--- config.mk ---
export PLATFORM = sky130hd
export DESIGN_NAME = http_chunked_body_decoder
export DESIGN_NICKNAME = d
export VERILOG_FILES = /design/src/rtl/hcbd_pkg.sv /design/src/rtl/http_chunked_body_decoder.sv /design/src/rtl/hcbd_size_line.sv
export SDC_FILE = /design/constraint.sdc
export NUM_CORES = 1
export LEC_CHECK = 0
export ABC_AREA = 1
export CORE_ASPECT_RATIO = 0.9
export CORE_MARGIN = 2
export CORE_UTILIZATION = 55
export DETAILED_ROUTE_END_ITERATION = 10
export DONT_BUFFER_PORTS = 1
export PLACE_DENSITY = 0.79
export SLEW_MARGIN = 25
export SYNTH_ARGS = -nofsm -noshare
export SYNTH_HDL_FRONTEND = slang
export SYNTH_SLANG_ARGS = --single-unit
--- constraint.sdc ---
create_clock -name i_clk -period 1.96 [get_ports i_clk]
set_clock_uncertainty 0.05 [all_clocks]
set_input_delay 0.392 -clock i_clk [delete_from_list [all_inputs] [get_ports i_clk]]
set_output_delay 0.392 -clock i_clk [all_outputs]
set_load 0.02 [all_outputs]
--- src/rtl/hcbd_pkg.sv ---
// Shared constants, types and helpers for the chunked body decoder.
`timescale 1ns / 1ps

package hcbd_pkg;

    localparam logic [7:0] CHAR_CR    = 8'h0D;
    localparam logic [7:0] CHAR_LF    = 8'h0A;
    localparam logic [7:0] CHAR_SPACE = 8'h20;
    localparam logic [7:0] CHAR_TAB   = 8'h09;
    localparam logic [7:0] CHAR_FF    = 8'h0C;

    typedef enum logic [1:0] {
        ST_BUSY = 2'd0,
        ST_DONE = 2'd1,
        ST_ERR  = 2'd2
    } t_status;

    // Size line flags handed from the parser to the top level.
    typedef struct packed {
        logic to_cr;         // byte was CR, line may end
        logic overflow;      // digit would overflow the size
        logic digit_seen;
        logic digits_ended;
    } t_size_flags;

    typedef struct packed {
        logic       is_hex;
        logic [3:0] value;
    } t_hex;

    function automatic t_hex hex_decode(input logic [7:0] c);
        t_hex h;
        h.is_hex = 1'b1;
        h.value  = 4'd0;
        if (c >= 8'h30 && c <= 8'h39) begin
            h.value = 4'(c - 8'h30);
        end else if (c >= 8'h61 && c <= 8'h66) begin
            h.value = 4'(c - 8'h57);
        end else if (c >= 8'h41 && c <= 8'h46) begin
            h.value = 4'(c - 8'h37);
        end else begin
            h.is_hex = 1'b0;
        end
        return h;
    endfunction

endpackage

--- src/rtl/http_chunked_body_decoder.sv ---
// Top level of the HTTP/1.1 chunked transfer body decoder.
`timescale 1ns / 1ps
// An accepted word's result is registered and shows in the cycle after it is taken.
// Throughput: 1 word per cycle while the receiver takes every result.
// Input is ready when the output register is empty or drained in the same cycle,
//   so a result the receiver holds back stalls the input.
// Reset (i_rst_n low, synchronous): size line phase, size 0, trailer line empty,
//   output register empty. Complete and error hold until the next reset.

module http_chunked_body_decoder #(
    parameter int SIZE_BITS = 32
) (
    input  logic                i_clk,
    input  logic                i_rst_n,
    input  logic                i_in_valid,
    output logic                o_in_ready,
    input  logic [7:0]          i_in_byte,
    output logic                o_out_valid,
    input  logic                i_out_ready,
    output logic [7:0]          o_data_byte,
    output logic                o_data_valid,
    output logic                o_chunk_last,
    output logic [1:0]          o_status
);
    import hcbd_pkg::*;

    typedef enum logic [3:0] {
        PH_SIZE       = 4'd0,
        PH_SIZE_CR    = 4'd1,
        PH_DATA       = 4'd2,
        PH_DATA_CR    = 4'd3,
        PH_DATA_LF    = 4'd4,
        PH_TRAILER    = 4'd5,
        PH_TRAILER_CR = 4'd6,
        PH_COMPLETE   = 4'd7,
        PH_ERROR      = 4'd8
    } t_phase;

    t_phase               r_phase, n_phase;
    logic [SIZE_BITS-1:0] r_remain, n_remain;
    logic                 r_digit_seen, n_digit_seen;
    logic                 r_digits_ended, n_digits_ended;
    logic                 r_line_empty, n_line_empty;

    logic                 r_out_valid;
    logic [7:0]           r_data_byte, n_data_byte;
    logic                 r_data_valid, n_data_valid;
    logic                 r_chunk_last, n_chunk_last;
    t_status              r_status, n_status;

    logic                 accept;
    logic [SIZE_BITS-1:0] sp_size;
    t_size_flags          sp_flags;
    logic                 sp_ended_in;
    logic [SIZE_BITS-1:0] remain_dec;

    // Ready whenever the result slot is empty or being drained this cycle.
    assign o_in_ready = !r_out_valid || i_out_ready;
    assign accept     = i_in_valid && o_in_ready;

    // A CR not followed by LF after digits ends the digits.
    assign sp_ended_in = r_digits_ended || ((r_phase == PH_SIZE_CR) && r_digit_seen);
    assign remain_dec  = r_remain - SIZE_BITS'(1);

    hcbd_size_line #(
        .SIZE_BITS (SIZE_BITS)
    ) u_size_line (
        .i_byte         (i_in_byte),
        .i_size         (r_remain),
        .i_digit_seen   (r_digit_seen),
        .i_digits_ended (sp_ended_in),
        .o_size         (sp_size),
        .o_flags        (sp_flags)
    );

    always_comb begin
        n_phase        = r_phase;
        n_remain       = r_remain;
        n_digit_seen   = r_digit_seen;
        n_digits_ended = r_digits_ended;
        n_line_empty   = r_line_empty;
        n_data_byte    = 8'd0;
        n_data_valid   = 1'b0;
        n_chunk_last   = 1'b0;

        unique case (r_phase)
            PH_SIZE, PH_SIZE_CR: begin
                if (r_phase == PH_SIZE_CR && i_in_byte == CHAR_LF) begin
                    if (!r_digit_seen) begin
                        n_phase = PH_ERROR;
                    end else if (r_remain == '0) begin
                        n_phase      = PH_TRAILER;
                        n_line_empty = 1'b1;
                    end else begin
                        n_phase = PH_DATA;
                    end
                end else begin
                    // ordinary size line text
                    n_remain       = sp_size;
                    n_digit_seen   = sp_flags.digit_seen;
                    n_digits_ended = sp_flags.digits_ended;
                    if (sp_flags.overflow) begin
                        n_phase = PH_ERROR;
                    end else if (sp_flags.to_cr) begin
                        n_phase = PH_SIZE_CR;
                    end else begin
                        n_phase = PH_SIZE;
                    end
                end
            end
            PH_DATA: begin
                n_data_byte  = i_in_byte;
                n_data_valid = 1'b1;
                n_remain     = remain_dec;
                if (remain_dec == '0) begin
                    n_chunk_last = 1'b1;
                    n_phase      = PH_DATA_CR;
                end
            end
            PH_DATA_CR: begin
                n_phase = (i_in_byte == CHAR_CR) ? PH_DATA_LF : PH_ERROR;
            end
            PH_DATA_LF: begin
                if (i_in_byte == CHAR_LF) begin
                    n_phase        = PH_SIZE;
                    n_remain       = '0;
                    n_digit_seen   = 1'b0;
                    n_digits_ended = 1'b0;
                end else begin
                    n_phase = PH_ERROR;
                end
            end
            PH_TRAILER: begin
                if (i_in_byte == CHAR_CR) begin
                    n_phase = PH_TRAILER_CR;
                end else begin
                    n_line_empty = 1'b0;
                end
            end
            PH_TRAILER_CR: begin
                if (i_in_byte == CHAR_LF) begin
                    if (r_line_empty) begin
                        n_phase = PH_COMPLETE;
                    end else begin
                        n_line_empty = 1'b1;
                        n_phase      = PH_TRAILER;
                    end
                end else if (i_in_byte == CHAR_CR) begin
                    n_line_empty = 1'b0;    // lone CR counts as trailer text
                end else begin
                    n_line_empty = 1'b0;
                    n_phase      = PH_TRAILER;
                end
            end
            PH_COMPLETE: begin
                // body done, bytes ignored
            end
            default: begin
                n_phase = PH_ERROR;
            end
        endcase

        if (n_phase == PH_COMPLETE) begin
            n_status = ST_DONE;
        end else if (n_phase == PH_ERROR) begin
            n_status = ST_ERR;
        end else begin
            n_status = ST_BUSY;
        end
    end

    always_ff @(posedge i_clk) begin
        if (!i_rst_n) begin
            r_phase        <= PH_SIZE;
            r_remain       <= '0;
            r_digit_seen   <= 1'b0;
            r_digits_ended <= 1'b0;
            r_line_empty   <= 1'b1;
            r_out_valid    <= 1'b0;
        end else begin
            if (accept) begin
                r_phase        <= n_phase;
                r_remain       <= n_remain;
                r_digit_seen   <= n_digit_seen;
                r_digits_ended <= n_digits_ended;
                r_line_empty   <= n_line_empty;
                r_out_valid    <= 1'b1;
            end else if (i_out_ready) begin
                r_out_valid <= 1'b0;
            end
        end
    end

    // result payload, loaded on accept only
    always_ff @(posedge i_clk) begin
        if (accept) begin
            r_data_byte  <= n_data_byte;
            r_data_valid <= n_data_valid;
            r_chunk_last <= n_chunk_last;
            r_status     <= n_status;
        end
    end

    assign o_out_valid  = r_out_valid;
    assign o_data_byte  = r_data_byte;
    assign o_data_valid = r_data_valid;
    assign o_chunk_last = r_chunk_last;
    assign o_status     = r_status;

`ifndef SYNTHESIS
    a_error_sticky: assert property (@(posedge i_clk) disable iff (!i_rst_n)
        r_phase == PH_ERROR |=> r_phase == PH_ERROR)
        else $error("error phase left before reset");

    a_complete_sticky: assert property (@(posedge i_clk) disable iff (!i_rst_n)
        r_phase == PH_COMPLETE |=> r_phase == PH_COMPLETE)
        else $error("complete phase left before reset");

    a_last_is_data: assert property (@(posedge i_clk) disable iff (!i_rst_n)
        o_out_valid && o_chunk_last |-> o_data_valid && o_status == ST_BUSY)
        else $error("chunk_last without payload byte");

    a_idle_byte_zero: assert property (@(posedge i_clk) disable iff (!i_rst_n)
        o_out_valid && !o_data_valid |-> o_data_byte == 8'd0)
        else $error("nonzero data byte on non-payload word");

    a_data_needs_count: assert property (@(posedge i_clk) disable iff (!i_rst_n)
        r_phase == PH_DATA |-> r_remain != '0)
        else $error("payload phase with zero bytes due");
`endif

endmodule

--- src/rtl/hcbd_size_line.sv ---
// Size line byte parser: hex accumulate, blank skip, extension skip.
`timescale 1ns / 1ps

module hcbd_size_line #(
    parameter int SIZE_BITS = 32
) (
    input  logic [7:0]                 i_byte,
    input  logic [SIZE_BITS-1:0]       i_size,
    input  logic                       i_digit_seen,
    input  logic                       i_digits_ended,
    output logic [SIZE_BITS-1:0]       o_size,
    output hcbd_pkg::t_size_flags      o_flags
);
    import hcbd_pkg::*;

    t_hex hx;
    logic is_blank;

    assign hx       = hex_decode(i_byte);
    assign is_blank = (i_byte == CHAR_SPACE) || (i_byte >= CHAR_TAB && i_byte <= CHAR_FF);

    always_comb begin
        o_size                = i_size;
        o_flags.to_cr         = 1'b0;
        o_flags.overflow      = 1'b0;
        o_flags.digit_seen    = i_digit_seen;
        o_flags.digits_ended  = i_digits_ended;
        if (i_byte == CHAR_CR) begin
            o_flags.to_cr = 1'b1;
        end else if (i_digits_ended) begin
            // extension text, ignored
        end else if (hx.is_hex) begin
            if (i_size[SIZE_BITS-1 -: 4] != 4'd0) begin
                o_flags.overflow = 1'b1;
            end else begin
                o_size             = {i_size[SIZE_BITS-5:0], hx.value};
                o_flags.digit_seen = 1'b1;
            end
        end else if (!(is_blank && !i_digit_seen)) begin
            o_flags.digits_ended = 1'b1;
        end
    end

endmodule

# Word level (Yosys, flattened, before mapping)
# Index checks and enable logic that the tools add are counted.
[word_totals]
reg_bits = 52
output_inout_bits = 14
[classes]
n_addsub = 4
n_lt_le_gt_ge = 8
n_eq_ne = 22
n_mux = 50
n_reduce_logical = 26
[ops]
columns = ["op", "n"]
rows = [
  ["two-way mux 32 bit", 6],
  ["one-hot mux 32 bit (3 select lines)", 1],
  ["zero test 32 bit", 2],
  ["two-way mux 4 bit", 12],
  ["subtractor 32 x 1 -> 32 bit, second input constant", 1],
  ["one-hot mux 4 bit (7 select lines)", 1],
  ["two-way mux 1 bit", 21],
  ["equality test 4 x 3 -> 1 bit, second input constant", 5],
  ["!= test 2 bit, second input constant", 9],
  ["equality test 8 x 4 -> 1 bit, second input constant", 2],
  [">= comparator 8 x 7 -> 1 bit, second input constant", 2],
  ["less-or-equal comparator 8 x 7 -> 1 bit, second input constant", 2],
  ["AND reduction 8 bit", 2],
  ["two-way mux 3 bit", 3],
  ["equality test 4 x 2 -> 1 bit, second input constant", 2],
  ["equality test 8 x 6 -> 1 bit, second input constant", 1],
  [">= comparator 8 x 4 -> 1 bit, second input constant", 1],
  [">= comparator 8 x 6 -> 1 bit, second input constant", 1],
  ["less-or-equal comparator 8 x 4 -> 1 bit, second input constant", 1],
  ["less-or-equal comparator 8 x 6 -> 1 bit, second input constant", 1],
  ["logical AND 1 bit", 8],
  ["subtractor 4 x 3 -> 4 bit, second input constant", 2],
  ["two-way mux 2 bit", 3],
  ["AND reduction 6 bit", 1],
  ["other kinds (14)", 20],
]

# Depth between registers and ports, before layout
[depth]
word_depth = 13
mapped_depth = 16
ltp_nobuf = 16

# Modules after synthesis
# From an unflattened synthesis, not the netlist that was laid out.
[hier_totals]
cells_unflattened = 741
area_unflattened_um2 = 4403.0
[by_module_without_submodules]
columns = ["mod", "n_inst", "cells_per_inst", "area_per_inst_um2", "seq_area_each_um2"]
rows = [
  ["http_chunked_body_decoder", 1, 576, 3607.2, 1161.1],
  ["hcbd_size_line", 1, 165, 795.8, 0.0],
]

# Worst setup path after synthesis
# Ideal clock, no wire load.
[synth_path]
kind = "input to register"
start = "in i_out_ready"
end = "reg r_remain[31]"
arrival_ps = 1922
path_slack_ps = -130
stages = 10
cell_sequence = "inv_1 -> nand2_1 -> nand2_1 -> inv_1 -> nand2_1 -> nor3_4 -> nand2_4 -> buf_6 -> o31ai_2 -> inv_1"
[synth_via]
elab_chain_len = 3
[synth_rtl]
columns = ["element", "line", "source"]
rows = [
  ["start: declaration", "http_chunked_body_decoder.sv:19", "input logic i_out_ready,"],
  ["logical OR 1 bit", "http_chunked_body_decoder.sv:58", "assign o_in_ready = !r_out_valid || i_out_ready;"],
  ["net o_in_ready", "http_chunked_body_decoder.sv:16", "output logic o_in_ready,"],
  ["logical AND 1 bit", "http_chunked_body_decoder.sv:59", "assign accept = i_in_valid && o_in_ready;"],
  ["net accept", "http_chunked_body_decoder.sv:51", "logic accept;"],
  ["AND reduction 8 bit (no line)", "n/a", ""],
  ["end signal: assignment", "http_chunked_body_decoder.sv:183", "r_remain <= n_remain;"],
  ["end: declaration", "http_chunked_body_decoder.sv:40", "logic [SIZE_BITS-1:0] r_remain, n_remain;"],
]
# The timed path passes the listed nets, and every way through them passes these cells.
# A chain may end at the register's enable or synchronous reset.

# Worst setup path in the final report
[layout_path]
start = "reg r_remain[1]"
end = "reg r_status[0] (netlist: o_status[0]) (data pin)"
[layout_via]
elab_chain_len = 6
elab_cells_between_ends = 9
cone_classes = "1 x add/sub; 1 x eq/ne; 5 x mux; 2 x reduce/logical"
[layout_rtl]
columns = ["element", "line", "source"]
rows = [
  ["parallel branches: the longest is 4 deep, another holds subtractor 32 x 1 -> 32 bit", "n/a", ""],
  ["one-hot mux 4 bit (7 select lines) *", "http_chunked_body_decoder.sv:86", "unique case (r_phase)"],
  ["equality test 4 x 3 -> 1 bit *", "http_chunked_body_decoder.sv:163", "if (n_phase == PH_COMPLETE) begin"],
  ["end signal: assignment", "http_chunked_body_decoder.sv:200", "r_status <= n_status;"],
  ["end: declaration", "http_chunked_body_decoder.sv:49", "t_status r_status, n_status;"],
]
# Mark *: on every way between the ends.

==> flow_metrics.tcl <==
set metrics [dict create \
    status "finished, violations left" \
    violations "setup timing" \
    syn_inst 586 \
    drv_cap 0 \
    powerDensity_mw_per_mm2 1010 \
    placed_area_mm2 0.00411 \
    slowest_delay_ns 0.38 \
    path_depth 11 \
    leakage_nw 2.04 \
    row_count 28 \
    overflow 0 \
    fillers 587 \
    slew_viol_final 0 \
    vias 4081 \
    dp_hpwl_mm 8.23 \
    fin_ws_ns -0.00237 \
    irDropWorstVdd_mv 0.583 \
    required_ns 2.08 \
    detail-route-antenna-nets 0 \
    layout-drive-gt1-share 0.270 \
    wl_mm 11.4 \
    grt_max_degree 35 \
    worstPathArrival_ns 2.09 \
    cpLargestDelayFamily "simple AND/OR/NAND/NOR gates" \
    drc 0 \
    clkTransAtPathRegs_ns 0.11 \
    avgRoutedWirePerCell_um 16.2 \
    diodes 0 \
    ys_seq_area_frac 0.301 \
    io_pins 26 \
    path_max_fanout 5 \
    dp.cells 688 \
    worstRegToRegCells 11 \
    fin_crit_ns 1.96 \
    grt_pass1_vias 3658 \
    yosys_warnings 0 \
    area_growth_pct 17.8 \
    worst-path-buf-inv 1 \
    routabilityCongestion 0.964 \
    io_buffers 0 \
    relSlewSlack 0.720 \
    fmaxAchievable_ghz 0.510 \
    critPathSlowestCell "dfxtp_4" \
    hp-class "in2reg" \
    start_util 0.576 \
    fin_crit_sh 1.00 \
    final_cells 704 \
    clockBufferDepth 2 \
    critPathCaptureType "flop" \
    cts_made_buffers 5 \
    grt_antenna_before_repair 0 \
    hold_viol 0 \
    synth.distinct_cells 44 \
    h-tree-depth 2 \
    fin_area_mm2 0.00454 \
    synth_fp_nets 605 \
    path_cells "inv_4 > ha_4 > nand2_4 > nor2_4 > nand2_1 > xor2_2 > nor2_1 > nand3_1 > nor2_1 > nand2_2 > a21oi_2" \
    viasPerCell 5.80 \
    rsz0062_at_grt "true" \
    die_h_um 83.4 \
    syn_area_mm2 0.00385 \
    total_power_mw 4.59 \
    dr.pass1.iters 5 \
    grt_first_pass_wirelength_mm 18.0 \
    grt.total_usage 0.288 \
    die_w_um 92.2 \
    first_iter_violations 362 \
    ys_ff_latch 52 \
    preCtsSetupSlack_ns -0.0792 \
    cts-root-buf "clkbuf_8" \
    worst_path_most_repeated_cell "nor2_1" \
    worstSetupPathType "reg2reg" \
    cts_hold_buf 0 \
    core_area_mm2 0.00669 \
    worst_pin_slew_ns 0.416 \
    startpoint_type "flop" \
    die-area_mm2 0.00769 \
    setup_viol 1 \
    clock-sinks 52 \
    min_path_cells 2 \
    finalSetupTns_ns -0.00237 \
    clk-insertion-delay-late_ns 0.32 \
    cts_tree "yes" \
    avgSynthCellArea_um2 6.58 \
    num-nets-final 632 \
]
==> per-layer routing <==
metal / global-route usage / up-vias / part of all wire
met5: 0 / - / 0
met4: 0.0706 / 0 / 0.016
met3: 0.0635 / 19 / 0.081
met2: 0.441 / 188 / 0.45
met1: 0.413 / 1881 / 0.45
li1: - / 1993 / -
==> per-stage QoR <==
| step | hold slack (ns) | utilization |
|---|---|---|
| after floorplan | 0.404 | - |
| after global placement | 0.420 | 0.614 |
| after detailed placement | 0.421 | 0.614 |
| after CTS | 0.123 | 0.641 |
| after global routing | 0.122 | 0.678 |
| final | 0.134 | 0.678 |
==> cell usage after synthesis, drive strengths merged <==
cell type,number,share of area
nand2,129,0.14
nor2,100,0.12
inv,83,0.081
o21ai,49,0.065
a21oi,44,0.068
nand3,41,0.062
dfxtp,40,0.21
o22ai,16,0.026
edfxtp,12,0.094
buf,10,0.020
a22oi,9,0.018
nor3,9,0.017
xor2,9,0.020
nand4,8,0.013
ha,7,0.023
clkbuf,5,0.0049
o211ai,4,0.0078
a31oi,2,0.0032
xnor2,2,0.0045
a211oi,1,0.0032
and2,1,0.0016
clkinv,1,0.00097
nand3b,1,0.0019
nor4,1,0.0016
o211a,1,0.0026
o31ai,1,0.0032
==> final timing paths <==
check	slack (ns)	endpoint	startpoint
min	0.13	r_remain[3]$_SDFFE_PN0P_	i_rst_n
max	-0.002	o_status[0]$_SDFFCE_PN1P_	r_remain[1]$_SDFFE_PN0P_
min reg2reg	0.44	r_digits_ended$_SDFFE_PN0P_	r_digits_ended$_SDFFE_PN0P_
max reg2reg	-0.002	o_status[0]$_SDFFCE_PN1P_	r_remain[1]$_SDFFE_PN0P_
==> registers in the layout, summed over array words and instances, names as in the netlist, 2 cells and up <==
signal	flops
r_remain	32
o_status	2
r_phase	4
o_data_byte	8
==> layout make-up <==
cell class                      instances  area (um^2)  area share
Clock buffer                            5         68.8      0.0152
Clock inverter                          3         17.5     0.00386
Inverter                               84          329      0.0725
Multi-Input combinational cell        436         2540       0.560
Sequential cell                        52         1180       0.260
Tap cell                               90          113      0.0248
Timing Repair Buffer                   34          288      0.0634
==> cells by family after synthesis <==
logic type,after synthesis,synth area share
XOR/XNOR,11,0.0250
buffers and inverters,99,0.107
flip-flops,52,0.301
adder cells (fa/ha/maj),7,0.0227
AO/OA/AOI/OAI,127,0.196
AND/OR/NAND/NOR,290,0.348
==> worst reg2reg max path: stages (launching register included) <==
cell     delay (ns)
dfxtp_4        0.38
inv_4          0.06
ha_4           0.17
nand2_4        0.07
nor2_4         0.19
nand2_1        0.13
xor2_2         0.18
nor2_1         0.13
nand3_1        0.10
nor2_1         0.12
nand2_2        0.09
a21oi_2        0.14
==> report_power, final <==
group	internal, mW	total, mW	switching (mW)
Combinational	0.930	2.60	1.67
Sequential	1.21	1.35	0.148
Clock	0.251	0.638	0.387
==> repair_timing <==
item	in CTS	in global routing
setup endpoints to repair	4	29
resized for setup	18	71
cloned	1	0
pin swaps	5	25
setup buffers	2	5
==> cells in the final DEF (no fill, tap or decap), types with 7 or more instances in the layout <==
cell type,n
a21oi_1,34
a21oi_2,9
a22oi_1,9
buf_4,30
dfxtp_1,31
edfxtp_1,12
inv_1,64
inv_2,16
nand2_1,103
nand2_2,21
nand3_1,32
nand3_2,7
nand4_1,8
nor2_1,63
nor2_2,21
nor2_4,16
o21ai_0,16
o21ai_1,28
o22ai_1,16
xor2_1,7
No activity file was read; power rests on OpenSTA's default activity.
